## config.mk

```make
export PLATFORM = sky130hd
export DESIGN_NAME = budgeted_aperiodic_request_server_flat
export DESIGN_NICKNAME = d
export VERILOG_FILES = /design/src/hdl/bars_pkg.sv /design/src/hdl/bars_if.sv /design/src/hdl/bars_ram.sv /design/src/hdl/bars_queue.sv /design/src/hdl/bars_budget.sv /design/src/hdl/budgeted_aperiodic_request_server.sv /design/src/flat_wrapper.sv
export SDC_FILE = /design/constraint.sdc
export NUM_CORES = 1
export LEC_CHECK = 0
export ABC_AREA = 1
export BUFFER_PORTS_ARGS = -buffer_cell sky130_fd_sc_hd__buf_2
export CAP_MARGIN = 20
export CORE_ASPECT_RATIO = 0.9
export CORE_MARGIN = 4
export CORE_UTILIZATION = 34
export DETAILED_ROUTE_END_ITERATION = 10
export GPL_TIMING_DRIVEN = 0
export PLACE_DENSITY = 0.51
export SKIP_LAST_GASP = 1
export SYNTH_ARGS = -nofsm -noshare
export SYNTH_HDL_FRONTEND = slang
export SYNTH_SLANG_ARGS = --single-unit
```

## constraint.sdc

```tcl
create_clock -name clk_i -period 10.64 [get_ports clk_i]
set_clock_uncertainty 0.2 [all_clocks]
set_input_delay 1.596 -clock clk_i [delete_from_list [all_inputs] [get_ports clk_i]]
set_output_delay 1.596 -clock clk_i [all_outputs]
set_load 0.02 [all_outputs]
```

## src/hdl/bars_pkg.sv

```systemverilog
package bars_pkg;

  // ring queue geometry: DEPTH slots, at most DEPTH-1 requests held
  localparam int unsigned Depth = 8;
  localparam int unsigned PtrW  = (Depth > 1) ? $clog2(Depth) : 1;
  localparam logic [PtrW-1:0] PtrLast = PtrW'(Depth - 1);

  localparam int unsigned WordW = 32;
  localparam int unsigned CfgIdxW = 8;

  // request kinds
  typedef enum logic [1:0] {
    KIND_ADD   = 2'd0,
    KIND_TICK  = 2'd1,
    KIND_SERVE = 2'd2,
    KIND_IDLE  = 2'd3
  } kind_e;

  // configuration register indexes
  localparam logic [CfgIdxW-1:0] RegServerPeriod = CfgIdxW'(0);
  localparam logic [CfgIdxW-1:0] RegBudgetUnits  = CfgIdxW'(1);

  // queue control and status
  typedef struct packed {
    logic add;
    logic pop;
  } q_ctrl_t;

  typedef struct packed {
    logic empty;
    logic empty_next;
    logic dropped;
  } q_stat_t;

  // budget control and status
  typedef struct packed {
    logic tick;
    logic spend;
  } bud_ctrl_t;

  typedef struct packed {
    logic             avail;
    logic             recharge;
    logic [WordW-1:0] left_next;
  } bud_stat_t;

  // ring pointer step, wraps at the last slot
  function automatic logic [PtrW-1:0] ring_next(input logic [PtrW-1:0] p);
    return (p == PtrLast) ? '0 : p + PtrW'(1);
  endfunction

endpackage

```

## src/hdl/bars_if.sv

```systemverilog
// request channel
interface bars_req_if import bars_pkg::*; ();
  logic             valid;
  logic             ready;
  logic [1:0]       kind;
  logic [WordW-1:0] request_handler;
  logic [WordW-1:0] request_arg;
  logic [WordW-1:0] tick_now;

  modport source (output valid, kind, request_handler, request_arg, tick_now,
                  input ready);
  modport sink   (input valid, kind, request_handler, request_arg, tick_now,
                  output ready);
endinterface

// result channel
interface bars_res_if import bars_pkg::*; ();
  logic             valid;
  logic             ready;
  logic             served;
  logic [WordW-1:0] out_handler;
  logic [WordW-1:0] out_arg;
  logic             dropped_oldest;
  logic             recharged;
  logic             queue_empty;
  logic             budget_exhausted;
  logic [WordW-1:0] budget_left;

  modport source (output valid, served, out_handler, out_arg, dropped_oldest,
                  recharged, queue_empty, budget_exhausted, budget_left,
                  input ready);
  modport sink   (input valid, served, out_handler, out_arg, dropped_oldest,
                  recharged, queue_empty, budget_exhausted, budget_left,
                  output ready);
endinterface

// configuration write channel
interface bars_cfg_if import bars_pkg::*; ();
  logic               valid;
  logic               ready;
  logic [CfgIdxW-1:0] index;
  logic [WordW-1:0]   data;

  modport source (output valid, index, data, input ready);
  modport sink   (input valid, index, data, output ready);
endinterface

```

## src/hdl/bars_ram.sv

```systemverilog
module bars_ram #(
  parameter int unsigned Width = 32,
  parameter int unsigned Depth = 8
) (
  input  logic                                      clk_i,
  input  logic                                      we_i,
  input  logic [((Depth > 1) ? $clog2(Depth) : 1)-1:0] waddr_i,
  input  logic [Width-1:0]                          wdata_i,
  input  logic                                      re_i,
  input  logic [((Depth > 1) ? $clog2(Depth) : 1)-1:0] raddr_i,
  output logic [Width-1:0]                          rdata_o
);

  logic [Width-1:0] mem_q [Depth];
  logic [Width-1:0] rdata_q;

  // one write port, one registered read port
  always_ff @(posedge clk_i) begin
    if (we_i) begin
      mem_q[waddr_i] <= wdata_i;
    end
    if (re_i) begin
      rdata_q <= mem_q[raddr_i];
    end
  end

  assign rdata_o = rdata_q;

endmodule

```

## src/hdl/bars_queue.sv

```systemverilog
module bars_queue import bars_pkg::*; (
  input  logic             clk_i,
  input  logic             rst_ni,
  input  q_ctrl_t          ctrl_i,
  input  logic [WordW-1:0] wr_handler_i,
  input  logic [WordW-1:0] wr_arg_i,
  output q_stat_t          stat_o,
  output logic [WordW-1:0] rd_handler_o,
  output logic [WordW-1:0] rd_arg_o
);

  logic [PtrW-1:0] rd_ptr_q, rd_ptr_d;
  logic [PtrW-1:0] wr_ptr_q, wr_ptr_d;
  logic [PtrW-1:0] wr_step;
  logic            full;

  // pointer update: a full queue drops its oldest request on add
  always_comb begin
    wr_step  = ring_next(wr_ptr_q);
    full     = (wr_step == rd_ptr_q);
    rd_ptr_d = rd_ptr_q;
    wr_ptr_d = wr_ptr_q;
    if (ctrl_i.add) begin
      wr_ptr_d = wr_step;
      if (full) begin
        rd_ptr_d = ring_next(rd_ptr_q);
      end
    end else if (ctrl_i.pop) begin
      rd_ptr_d = ring_next(rd_ptr_q);
    end
  end

  always_ff @(posedge clk_i or negedge rst_ni) begin
    if (!rst_ni) begin
      rd_ptr_q <= '0;
      wr_ptr_q <= '0;
    end else begin
      rd_ptr_q <= rd_ptr_d;
      wr_ptr_q <= wr_ptr_d;
    end
  end

  assign stat_o.empty      = (rd_ptr_q == wr_ptr_q);
  assign stat_o.empty_next = (rd_ptr_d == wr_ptr_d);
  assign stat_o.dropped    = ctrl_i.add & full;

  // request storage, read data lands alongside the result register
  bars_ram #(.Width(WordW), .Depth(Depth)) u_handler_ram (
    .clk_i   (clk_i),
    .we_i    (ctrl_i.add),
    .waddr_i (wr_ptr_q),
    .wdata_i (wr_handler_i),
    .re_i    (ctrl_i.pop),
    .raddr_i (rd_ptr_q),
    .rdata_o (rd_handler_o)
  );

  bars_ram #(.Width(WordW), .Depth(Depth)) u_arg_ram (
    .clk_i   (clk_i),
    .we_i    (ctrl_i.add),
    .waddr_i (wr_ptr_q),
    .wdata_i (wr_arg_i),
    .re_i    (ctrl_i.pop),
    .raddr_i (rd_ptr_q),
    .rdata_o (rd_arg_o)
  );

endmodule

```

## src/hdl/bars_budget.sv

```systemverilog
module bars_budget import bars_pkg::*; (
  input  logic             clk_i,
  input  logic             rst_ni,
  bars_cfg_if.sink         cfg_i,
  input  bud_ctrl_t        ctrl_i,
  input  logic [WordW-1:0] tick_now_i,
  output bud_stat_t        stat_o
);

  logic [WordW-1:0] period_q;
  logic [WordW-1:0] units_q;
  logic [WordW-1:0] left_q, left_d;
  logic [WordW:0]   boundary_q, boundary_d;
  logic             reached;

  // configuration registers, always ready
  assign cfg_i.ready = 1'b1;

  always_ff @(posedge clk_i or negedge rst_ni) begin
    if (!rst_ni) begin
      period_q <= WordW'(1);
      units_q  <= '0;
    end else if (cfg_i.valid) begin
      if (cfg_i.index == RegServerPeriod) begin
        period_q <= cfg_i.data;
      end else if (cfg_i.index == RegBudgetUnits) begin
        units_q <= cfg_i.data;
      end
    end
  end

  // refill at the running boundary, spend one unit per served request
  always_comb begin
    reached    = ({1'b0, tick_now_i} >= boundary_q);
    left_d     = left_q;
    boundary_d = boundary_q;
    if (ctrl_i.tick && reached) begin
      left_d     = units_q;
      boundary_d = boundary_q + {1'b0, period_q};
    end else if (ctrl_i.spend) begin
      left_d = left_q - WordW'(1);
    end
  end

  always_ff @(posedge clk_i or negedge rst_ni) begin
    if (!rst_ni) begin
      left_q     <= '0;
      boundary_q <= '0;
    end else begin
      left_q     <= left_d;
      boundary_q <= boundary_d;
    end
  end

  assign stat_o.avail     = (left_q != '0);
  assign stat_o.recharge  = ctrl_i.tick & reached;
  assign stat_o.left_next = left_d;

endmodule

```

## src/hdl/budgeted_aperiodic_request_server.sv

```systemverilog
// channel | role   | moves
// req_i   | sink   | add, tick or serve request with its payload
// res_o   | source | one result per request: served words and status
// cfg_i   | sink   | register write (index, data), always ready
//
// one request per cycle unless stalled as below; its result is registered and shows the next cycle.
// queue words come from a ram with registered read, read beside the result.
// req_i.ready is low only while a result waits and res_o.ready is low.
// reset clears pointers, budget and boundary; queue words stay unwritten.
module budgeted_aperiodic_request_server import bars_pkg::*; (
  input  logic     clk_i,
  input  logic     rst_ni,
  bars_req_if.sink   req_i,
  bars_res_if.source res_o,
  bars_cfg_if.sink   cfg_i
);

  logic      accept;
  kind_e     kind;
  logic      serve_go;
  q_ctrl_t   q_ctrl;
  q_stat_t   q_stat;
  bud_ctrl_t bud_ctrl;
  bud_stat_t bud_stat;

  logic [WordW-1:0] rd_handler;
  logic [WordW-1:0] rd_arg;

  logic             valid_q;
  logic             served_q;
  logic             dropped_q;
  logic             recharged_q;
  logic             empty_q;
  logic             exhausted_q;
  logic [WordW-1:0] left_q;

  // handshake: a new request enters whenever the result slot frees up
  assign req_i.ready = !valid_q || res_o.ready;
  assign accept      = req_i.valid && req_i.ready;
  assign kind        = kind_e'(req_i.kind);

  // decode
  assign serve_go       = accept && (kind == KIND_SERVE) && bud_stat.avail && !q_stat.empty;
  assign q_ctrl.add     = accept && (kind == KIND_ADD);
  assign q_ctrl.pop     = serve_go;
  assign bud_ctrl.tick  = accept && (kind == KIND_TICK);
  assign bud_ctrl.spend = serve_go;

  bars_queue u_queue (
    .clk_i        (clk_i),
    .rst_ni       (rst_ni),
    .ctrl_i       (q_ctrl),
    .wr_handler_i (req_i.request_handler),
    .wr_arg_i     (req_i.request_arg),
    .stat_o       (q_stat),
    .rd_handler_o (rd_handler),
    .rd_arg_o     (rd_arg)
  );

  bars_budget u_budget (
    .clk_i      (clk_i),
    .rst_ni     (rst_ni),
    .cfg_i      (cfg_i),
    .ctrl_i     (bud_ctrl),
    .tick_now_i (req_i.tick_now),
    .stat_o     (bud_stat)
  );

  // result valid
  always_ff @(posedge clk_i or negedge rst_ni) begin
    if (!rst_ni) begin
      valid_q <= 1'b0;
    end else if (req_i.ready) begin
      valid_q <= accept;
    end
  end

  // result payload
  always_ff @(posedge clk_i) begin
    if (accept) begin
      served_q    <= serve_go;
      dropped_q   <= q_stat.dropped;
      recharged_q <= bud_stat.recharge;
      empty_q     <= q_stat.empty_next;
      exhausted_q <= (bud_stat.left_next == '0);
      left_q      <= bud_stat.left_next;
    end
  end

  assign res_o.valid            = valid_q;
  assign res_o.served           = served_q;
  assign res_o.out_handler      = served_q ? rd_handler : '0;
  assign res_o.out_arg          = served_q ? rd_arg : '0;
  assign res_o.dropped_oldest   = dropped_q;
  assign res_o.recharged        = recharged_q;
  assign res_o.queue_empty      = empty_q;
  assign res_o.budget_exhausted = exhausted_q;
  assign res_o.budget_left      = left_q;

endmodule

```

## src/flat_wrapper.sv

```systemverilog
// flat-port wrapper written by rule: the top's interface ports become plain ports
module budgeted_aperiodic_request_server_flat import bars_pkg::*;
  (clk_i, rst_ni, req_i_valid, req_i_kind, req_i_request_handler, req_i_request_arg, req_i_tick_now, req_i_ready, res_o_valid, res_o_served, res_o_out_handler, res_o_out_arg, res_o_dropped_oldest, res_o_recharged, res_o_queue_empty, res_o_budget_exhausted, res_o_budget_left, res_o_ready, cfg_i_valid, cfg_i_index, cfg_i_data, cfg_i_ready);
  bars_req_if req_i_i ();
  bars_res_if res_o_i ();
  bars_cfg_if cfg_i_i ();
  input  logic clk_i;
  input  logic rst_ni;
  input wire logic [$bits(req_i_i.valid)-1:0] req_i_valid;
  input wire logic [$bits(req_i_i.kind)-1:0] req_i_kind;
  input wire logic [$bits(req_i_i.request_handler)-1:0] req_i_request_handler;
  input wire logic [$bits(req_i_i.request_arg)-1:0] req_i_request_arg;
  input wire logic [$bits(req_i_i.tick_now)-1:0] req_i_tick_now;
  output wire logic [$bits(req_i_i.ready)-1:0] req_i_ready;
  output wire logic [$bits(res_o_i.valid)-1:0] res_o_valid;
  output wire logic [$bits(res_o_i.served)-1:0] res_o_served;
  output wire logic [$bits(res_o_i.out_handler)-1:0] res_o_out_handler;
  output wire logic [$bits(res_o_i.out_arg)-1:0] res_o_out_arg;
  output wire logic [$bits(res_o_i.dropped_oldest)-1:0] res_o_dropped_oldest;
  output wire logic [$bits(res_o_i.recharged)-1:0] res_o_recharged;
  output wire logic [$bits(res_o_i.queue_empty)-1:0] res_o_queue_empty;
  output wire logic [$bits(res_o_i.budget_exhausted)-1:0] res_o_budget_exhausted;
  output wire logic [$bits(res_o_i.budget_left)-1:0] res_o_budget_left;
  input wire logic [$bits(res_o_i.ready)-1:0] res_o_ready;
  input wire logic [$bits(cfg_i_i.valid)-1:0] cfg_i_valid;
  input wire logic [$bits(cfg_i_i.index)-1:0] cfg_i_index;
  input wire logic [$bits(cfg_i_i.data)-1:0] cfg_i_data;
  output wire logic [$bits(cfg_i_i.ready)-1:0] cfg_i_ready;
  assign req_i_i.valid = req_i_valid;
  assign req_i_i.kind = req_i_kind;
  assign req_i_i.request_handler = req_i_request_handler;
  assign req_i_i.request_arg = req_i_request_arg;
  assign req_i_i.tick_now = req_i_tick_now;
  assign req_i_ready = req_i_i.ready;
  assign res_o_valid = res_o_i.valid;
  assign res_o_served = res_o_i.served;
  assign res_o_out_handler = res_o_i.out_handler;
  assign res_o_out_arg = res_o_i.out_arg;
  assign res_o_dropped_oldest = res_o_i.dropped_oldest;
  assign res_o_recharged = res_o_i.recharged;
  assign res_o_queue_empty = res_o_i.queue_empty;
  assign res_o_budget_exhausted = res_o_i.budget_exhausted;
  assign res_o_budget_left = res_o_i.budget_left;
  assign res_o_i.ready = res_o_ready;
  assign cfg_i_i.valid = cfg_i_valid;
  assign cfg_i_i.index = cfg_i_index;
  assign cfg_i_i.data = cfg_i_data;
  assign cfg_i_ready = cfg_i_i.ready;
  budgeted_aperiodic_request_server u_core (.clk_i(clk_i), .rst_ni(rst_ni), .req_i(req_i_i), .res_o(res_o_i), .cfg_i(cfg_i_i));
endmodule
```

Word-level counts from Yosys, hierarchy flattened
Memories as Yosys holds them, arrays and structs flattened. A register that Yosys moved wholly into a read port is not among the register bits.
Cells that the tools add are included.
W data, S select, Z words.
{"block": "totals", "reg_bits": 173, "ramBits": 512, "in_bits": 143, "out_inout_bits": 104, "word_cells": 59, "n_memories": 2}
{"name": "u_core.u_queue.u_arg_ram.mem_q", "depth": 8, "word_bits": 32, "read_ports": 1, "rd_ports_with_merged_regs": 1, "wr": 1, "line": "bars_ram.sv:14", "source": "logic [Width-1:0] mem_q [Depth];"}
{"name": "u_core.u_queue.u_handler_ram.mem_q", "depth": 8, "word_bits": 32, "read_ports": 1, "rd_ports_with_merged_regs": 1, "wr": 1, "line": "bars_ram.sv:14"}
{"block": "classes", "n_addsub": 4, "n_lt_le_gt_ge": 1, "eq_ne": 8, "mux": 12, "n_bitwise": 3, "n_reduce_logical": 16}
{"op": "$mux W32", "count": 4}
{"op": "$add A33 B32 Y33", "count": 1}
{"op": "$ge A32 B33 Y1", "count": 1}
{"op": "$logic_not A32 Y1", "count": 1}
{"op": "$reduce_bool A32 Y1", "count": 1}
{"op": "$sub A32 B1 Y32 const B", "count": 1}
{"op": "$mux W3", "count": 6}
{"op": "$eq A3 B3 Y1", "count": 3}
{"op": "$eq A8 B1 Y1 const B", "count": 1}
{"op": "$logic_not A8 Y1", "count": 1}
{"op": "$logic_and A1 B1 Y1", "count": 7}
{"op": "$add A3 B1 Y3 const B", "count": 2}
{"op": "$eq A3 B3 Y1 const B", "count": 2}
{"op": "$reduce_and A3 Y1", "count": 1}
{"op": "$and A1 B1 Y1", "count": 2}
{"op": "$eq A2 B1 Y1 const B", "count": 1}
{"op": "$eq A2 B2 Y1 const B", "count": 1}
{"op": "$logic_not A1 Y1", "count": 2}
{"op": "$logic_not A2 Y1", "count": 1}
{"op": "$mux W1", "count": 2}
{"op": "$reduce_and A2 Y1", "count": 1}
{"op": "$logic_or A1 B1 Y1", "count": 1}
{"op": "$not A1 Y1", "count": 1}

Longest topological paths before layout
Gate-level depths: netlist of run 1.
{"block": "depth", "ltp_word": 9, "ltp_mapped": 22, "depth_no_buf": 21}

Cells and area by module
From an unflattened synthesis of run 1, not the netlist that was laid out.
{"block": "hier_totals", "hier_cells": 4019, "hier_area_um2": 36148.4}
{"module": "bars_ram", "instances": 2, "cells_per_inst": 1156, "area_each_um2": 12192.9, "seq_area_each_um2": 8648.3}
{"module": "bars_budget", "instances": 1, "cells_per_inst": 1415, "area_each_um2": 9374.0, "seq_area_each_um2": 3229.3}
{"module": "budgeted_aperiodic_request_server", "instances": 1, "cells_per_inst": 214, "area_each_um2": 1858.0, "seq_area_each_um2": 1136.1}
{"module": "bars_queue", "instances": 1, "cells_per_inst": 78, "area_each_um2": 530.5, "seq_area_each_um2": 150.1}

Least setup slack after synthesis of run 1
OpenSTA, ideal clock, no wires.
{"block": "synth_timing", "path_kind": "input to register", "from": "input port res_o_ready", "to": "memory u_core.u_queue.u_arg_ram.mem_q[4][0] (enable)", "arrival_ps": 6794, "setup_slack_ps": 3081, "path_stages": 6, "path_buffers": 0, "cell_sequence": "inv_1 > nand2_1 > nand2_1 > nor3_2 > nand2_1 > nor3_1"}
{"block": "synth_between", "elab_chain_len": 5}
{"element": "start: declaration", "line": "flat_wrapper.sv:24", "source": "input wire logic [$bits(res_o_i.ready)-1:0] res_o_ready;"}
{"element": "$logic_or A1 B1 Y1", "line": "budgeted_aperiodic_request_server.sv:38", "source": "assign req_i.ready = !valid_q || res_o.ready;"}
{"element": "via req_i_ready", "line": "flat_wrapper.sv:14", "source": "output wire logic [$bits(req_i_i.ready)-1:0] req_i_ready;"}
{"element": "$logic_and A1 B1 Y1", "line": "budgeted_aperiodic_request_server.sv:39", "source": "assign accept = req_i.valid && req_i.ready;"}
{"element": "$logic_and A1 B1 Y1", "line": "budgeted_aperiodic_request_server.sv:44", "source": "assign q_ctrl.add = accept && (kind == KIND_ADD);"}
{"element": "$mux W1", "line": "bars_ram.sv:19", "source": "if (we_i) begin"}
{"element": "$mux W1 (implied by the code)", "line": "bars_ram.sv:20", "source": "mem_q[waddr_i] <= wdata_i;"}
{"element": "end: declaration", "line": "bars_ram.sv:14"}
The timed path passes the listed nets, and every way through them passes these cells.

Worst setup path in the final report of run 1
{"block": "layout_timing", "from": "register u_core.served_q, in the netlist u_core.res_o.served", "to": "output port res_o_out_handler[28]"}
{"block": "layout_between", "elab_chain_len": 1}
{"element": "start: declaration", "line": "budgeted_aperiodic_request_server.sv:30", "source": "logic served_q;"}
{"element": "start signal: assignment", "line": "budgeted_aperiodic_request_server.sv:81", "source": "served_q <= serve_go;"}
{"element": "$mux W32", "line": "budgeted_aperiodic_request_server.sv:92", "source": "assign res_o.out_handler = served_q ? rd_handler : '0;"}
{"element": "end: declaration", "line": "flat_wrapper.sv:17", "source": "output wire logic [$bits(res_o_i.out_handler)-1:0] res_o_out_handler;"}
Every way passes these cells.

==> metrics.yaml, run 1 <==
max_stage_delay_ns: 0.52
cts_max_level: 3
seqPwrFrac: 0.396
post_route_cells_drive_above_1_share: 0.130
p_total_mw: 8.94
nFillCells: 9092
worst_slew_pin_slew_ns: 1.01
min-delay-start: "u_core.u_budget.boundary_q[32]"
grt_pass1_vias: 22100
ctsLongestPathBuffers: 3
synth-edff-count: 613
io_buffers: 245
postSynth.topFlopCell: "edfxtp_1"
min_period_ns: 4.57
crit_fanout: 10
hold_buffers: 0
syn_area_um2: 32300
yosys_warnings: 0
post-cts-setup-buffers: 0
place_hpwl_um: 65900
yosysUniqueCellTypes: 42
post_cts_resized: 0
place_area_um2: 35700
swShare: 0.350
drc: 0
antenna_left: 0
final-hold-violation-count: 0
avgSynthCellArea_um2: 10.9
outcome: "completed"
layout.cells.non_filler: 4639
first_pass_iters: 5
routedWlPerCell_um: 20.4
layout_common_cells: "edfxtp_1, nor2_1, nand2_1"
num_vias: 22700
die-area_um2: 99900
antenna_found_initial: 15
required_ns: 8.84
slew_headroom: 0.324
core_area_um2: 93500
placementRows: 106
final_nets: 3538
rsz0062_at_grt: "false"
track_usage: 0.186
async_flop_share: 0.182
cp.arrival_ns: 2.77
path_cells: "clkbuf_1 > buf_8 > clkbuf_1 > nand2_1 > inv_1 > buf_2"
cts-root-buf: "clkbuf_16"
io_pins: 247
p_clk_frac: 0.319
intPower_mw: 5.81
cts.clk_slew.worst_paths_ns: 0.06
finalCritPeriodShare: 0.429
reg2reg_slack_ns: 6.92
crit_top_cell: "clkbuf_1"
hp-class: "reg2reg"
die_height_um: 300
final_common_cell: "edfxtp_1"
power.switching_mw: 3.13
cts_buffers: 80
gp_congestion: 0.904
fin_area_um2: 38400
cts_tree: "built"
setup.worst_path.class: "reg2out"
setup_viol: 0
start_kind: "flip-flop"
grt_pass1_wl_um: 141000
area.growth.synth_to_final_pct: 18.8
syn_inst: 2965
max_freq_ghz: 0.219
power_density_nw_per_um2: 233
seq_area_frac_synth: 0.676
post_drt_via_cell_ratio: 4.89
grt_max_degree: 75
crit_path_end_kind: "output port"
drt_iter0_markers: 1877
vdd_drop_max_mv: 0.145
overflow: 0
clk_latency_ns: 0.64
finalWirelength_um: 94500
crit_path_start: "u_core.res_o.served"
maxCapViolCount: 0
power_leakage_nw: 15.1
cts.sink_count: 749
crit_slowest_cell: "clkbuf_1"
slew_violations: 0
start_util: 0.345
share_comb_of_total_power: 0.285
yosys_register_bits: 749
utilization: 0.410
die_w_um: 333
rr_startpoint: "u_core.u_queue.rd_ptr_q[0]"
syn-num-nets: 3179
dp_cells: 4484
## per-stage QoR
| stage | hold WS, ns | TNS [ns] | setup WS (ns) |
|---|---|---|---|
| floorplan | 0.243 | 0 | 3.08 |
| global placement | 0.259 | -180.70 | -1.66 |
| detailed placement | 0.263 | 0 | 5.60 |
| CTS | 0.278 | 0 | 6.02 |
| global route | 0.309 | 0 | 5.94 |
| finish | 0.271 | 0 | 6.07 |
## worst max-delay path, delay by kind of cell, from the launching register on
kind	cells	cell delay, ns
buffers and inverters	5	1.51
DFF	1	0.34
and+or+nand+nor	1	0.27
## synth_stat cells (2+ instances only)
| library cell | instances | share of area |
|---|---|---|
| a21o_1 | 8 | 0.0019 |
| nor2_1 | 575 | 0.067 |
| o21ai_0 | 388 | 0.060 |
| nand3_1 | 65 | 0.010 |
| nor4_1 | 3 | 0.00058 |
| nand2_1 | 466 | 0.054 |
| nor3_2 | 2 | 0.00062 |
| nor2_2 | 7 | 0.0014 |
| or2_2 | 2 | 0.00039 |
| o21bai_1 | 2 | 0.00047 |
| a31oi_1 | 65 | 0.013 |
| xnor2_1 | 37 | 0.010 |
| ha_1 | 70 | 0.027 |
| nor3_1 | 11 | 0.0017 |
| nand4_1 | 4 | 0.00078 |
| inv_1 | 195 | 0.023 |
| buf_4 | 2 | 0.00047 |
| a21oi_1 | 57 | 0.0088 |
| dfrtp_1 | 135 | 0.10 |
| buf_2 | 8 | 0.0012 |
| inv_2 | 2 | 0.00023 |
| nor3b_1 | 2 | 0.00047 |
| o211ai_1 | 2 | 0.00047 |
| edfxtp_1 | 613 | 0.57 |
| o22ai_1 | 65 | 0.013 |
| buf_1 | 14 | 0.0016 |
| o21ai_1 | 10 | 0.0016 |
| nand2_2 | 5 | 0.00097 |
| clkbuf_1 | 108 | 0.013 |
| xor2_1 | 22 | 0.0060 |
| buf_6 | 9 | 0.0031 |
## final cells by class
cell class              instances  area (um^2)  area share
inverters                     197          739      0.0193
repair buffers                277         1770      0.0460
well taps                    1242         1550      0.0405
plain buffers                 142          619      0.0161
clock inverters                51          616      0.0160
diodes                          7         17.5    0.000457
multi-input cells            1877         9160       0.239
clock buffers                  97         2080      0.0541
flip-flops and latches        749        21800       0.569
## flip-flops by register name, indices dropped and copies added (netlist names)
register and count:
u_core.u_queue.u_arg_ram.rdata_o 32, u_core.res_o.served 1, u_core.u_budget.left_q 32, u_core.res_o.recharged 1, u_core.u_queue.u_arg_ram.mem_q 256, u_core.u_budget.units_q 32
u_core.res_o.budget_exhausted 1, u_core.u_budget.boundary_q 33, u_core.res_o.dropped_oldest 1, u_core.res_o.valid 1, u_core.u_queue.wr_ptr_q 3, u_core.u_queue.u_handler_ram.rdata_o 32
u_core.u_queue.rd_ptr_q 3, u_core.res_o.queue_empty 1, u_core.u_budget.period_q 32, u_core.u_queue.u_handler_ram.mem_q 256, u_core.res_o.budget_left 32
## worst paths after layout
check,end,depth (start not counted)
worst max-delay path,res_o_out_handler[28],6
worst min-delay path,u_core.u_budget.boundary_q[32],2
worst max register to register,u_core.u_queue.u_handler_ram.rdata_o[12],8
worst min register to register,u_core.u_budget.boundary_q[32],2
max in group asynchronous,u_core.u_budget.period_q[0],2
min in group asynchronous,u_core.res_o.valid,1
## logic make-up after synthesis
family,Yosys count,share of synthesized area
AND/OR/NAND/NOR,1146,0.139
flip-flops,749,0.676
AO/OA/AOI/OAI,600,0.0992
buffers and inverters,339,0.0421
adder cells (fa/ha/maj),71,0.0278
XOR/XNOR,59,0.0160
other,1,0.000116
## metal layers
metal  vias up  global-route usage  share of wire
met5         -                   0        0.00057
met4         8              0.0432          0.019
met3       109              0.0370          0.064
met2       624               0.291           0.45
met1     11000               0.268           0.47
li1      11000                   -              -
## power by group through the flow
stage                     logic [mW]  registers [mW]  clock network, mW
after floorplan                 1.55            3.61                  0
after global placement          2.53            3.61                  0
after detailed placement        2.56            3.60                  0
after CTS                       2.58            3.54               2.92
after global routing            2.85            3.55               3.03
final                           2.55            3.54               2.85
Note: power is estimated with default switching activity, not from simulation.
==> run 2: changes to the inputs <==
==> constraint.sdc (replaced) <==
create_clock -name clk_i -period 4.55 [get_ports clk_i]
set_clock_uncertainty 0.2 [all_clocks]
set_input_delay 0.6825 -clock clk_i [delete_from_list [all_inputs] [get_ports clk_i]]
set_output_delay 0.6825 -clock clk_i [all_outputs]
set_load 0.02 [all_outputs]
==> run 2 against run 1 <==
Die area unchanged. Utilization increased by 0.30 points. Combinational power increased by 130%. Register-to-register slack got worse by 5.9 ns. Sequential power increased by 130%. Clock-buffer cell count decreased by 1. Critical path depth decreased by 1. First-iteration DRC count decreased by 7.8%. Wire length decreased by 1.0%. Final area increased by 0.73%. Final cell count about the same. Flip-flop and latch count unchanged.
==> metrics.yaml, run 2 (synthesis gave the netlist of run 1 again) <==
routedWlPerCell_um: 20.1  # -1.1%
slew_headroom: 0.338  # +0.0135
top_regs: "u_core.u_queue.u_arg_ram.mem_q (256), u_core.u_queue.u_handler_ram.mem_q (256), u_core.u_budget.boundary_q (33)"
num_vias: 22700  # +0.25%
fin_area_um2: 38600  # +0.73%
cts.clk_slew.worst_paths_ns: 0.06  # about the same
utilization: 0.413  # +0.00298
final_nets: 3533  # -0.14%
cts-root-buf: "clkbuf_16"
cts.sink_count: 749  # unchanged
die_w_um: 333  # unchanged
die-area_um2: 99900  # unchanged
ctsLongestPathBuffers: 3  # unchanged
power_density_nw_per_um2: 552  # +140%
die_height_um: 300  # unchanged
cts_tree: "built"
slew_violations: 0  # unchanged
setup.worst_path.class: "reg2out"
clk_latency_ns: 0.66  # +0.02 ns
cp.arrival_ns: 3.07  # +0.30 ns
post_drt_via_cell_ratio: 4.90  # +0.20%
cts_max_level: 3  # unchanged
finalWirelength_um: 93500  # -1.0%
track_usage: 0.185  # -0.000890
nFillCells: 9032  # -0.66%
crit_fanout: 10  # unchanged
final-hold-violation-count: 0  # unchanged
crit_path_end_kind: "output port"
start_util: 0.345  # unchanged
area.growth.synth_to_final_pct: 19.7
hp-class: "in2reg"
power_leakage_nw: 15.2  # +0.71%
gp_congestion: 0.914  # +1.1%
core_area_um2: 93500  # unchanged
overflow: 0  # unchanged
drt_iter0_markers: 1730  # -7.8%
required_ns: 3.67  # -5.17 ns
io_pins: 247  # unchanged
drc: 0  # unchanged
placementRows: 106  # unchanged
rsz0062_at_grt: "false"
p_total_mw: 21.3  # +140%
finalCritPeriodShare: 0.869
vdd_drop_max_mv: 0.277  # +91%
outcome: "completed"
antenna_left: 0  # unchanged
grt_max_degree: 95  # +27%
io_buffers: 245  # unchanged
start_kind: "flip-flop"
worst_slew_pin_slew_ns: 0.993  # -0.0203 ns
first_pass_iters: 5  # unchanged
layout_common_cells: "edfxtp_1, nor2_1, nand2_1"
post_route_cells_drive_above_1_share: 0.131  # +0.00159
antenna_found_initial: 17  # +2
grt_pass1_wl_um: 141000  # about the same
maxCapViolCount: 0  # unchanged
final_common_cell: "edfxtp_1"
min_period_ns: 3.95
max_freq_ghz: 0.253
place_area_um2: 35700  # +0.21%
grt_pass1_vias: 22600  # +2.0%
setup_viol: 0  # unchanged
cts_buffers: 80  # unchanged
place_hpwl_um: 65600  # -0.49%
post_cts_resized: 0  # unchanged
## run 2: cell types whose count changed in the layout (fill, tap and decap cells not counted), sizes merged
cell	change
clkbuf	-1
diode	+5
inv	+1
bufinv	+6
dlygate4sd3	+1
buf	-6
clkinvlp	+2
clkinv	-6
## run 2: cell type report
class	instances	area (um^2)	area share
inverter	197	739	0.0191
antenna	12	30.0	0.000777
tap	1242	1550	0.0402
buffer	142	619	0.0160
sequential	749	21800	0.565
clock inverter	54	748	0.0194
timing repair buffer	272	1840	0.0476
clock buffer	96	2120	0.0550
multi-input combinational	1877	9170	0.237
## run 2: power breakdown
group	total, mW	switching (mW)	internal [mW]
logic	5.98	4.25	1.73
clock network	7.07	2.84	4.23
registers	8.27	0.235	8.04
total	21.3	7.33	14.0
## run 2: final timing paths
check | from | endpoint | slack [ns] | cells past startpoint
max in group asynchronous | rst_ni | u_core.u_budget.period_q[0] | 2.97 | 3
min in group asynchronous | rst_ni | u_core.res_o.valid | 0.35 | 2
max reg2reg | u_core.u_queue.rd_ptr_q[0] | u_core.u_queue.u_handler_ram.rdata_o[28] | 1.03 | 8
max | u_core.res_o.served | res_o_out_arg[9] | 0.60 | 5
min | req_i_request_handler[28] | u_core.u_queue.u_handler_ram.mem_q[2][28] | 0.1 | 1
min reg2reg | u_core.u_budget.boundary_q[32] | u_core.u_budget.boundary_q[32] | 0.29 | 2
## run 2: what timing repair did
| item | 4_1_cts | 5_1_grt |
|---|---|---|
| hold buffers | 1 | 0 |
| endpoints found under the hold margin | 42 | 0 |
| buffers inserted | 0 | 0 |
## run 2: per-stage QoR
step	setup TNS, ns	setup WS, ns	cells	hold slack (ns)
4_1_cts	0	0.431	4629	0.0677
3_3_place_gp	-1593.82	-3.42	4452	0.270
5_1_grt	0	0.373	4635	0.0837
2_1_floorplan	-158.44	-0.366	2965	0.187
3_5_place_dp	0	0.743	4478	0.279
6_report	0	0.598	4641	0.0954
## run 2: worst max-delay path: stages (launching register included)
cell and delay, ns:
edfxtp_1 0.45, clkbuf_1 0.74, clkbuf_1 0.62, nand2_1 0.32, inv_1 0.12, buf_2 0.17
## run 2: layer usage
layer	share of wire	global-route usage
met3	0.057	0.0340
met5	0.00036	0
met4	0.028	0.0639
met2	0.45	0.287
met1	0.46	0.262
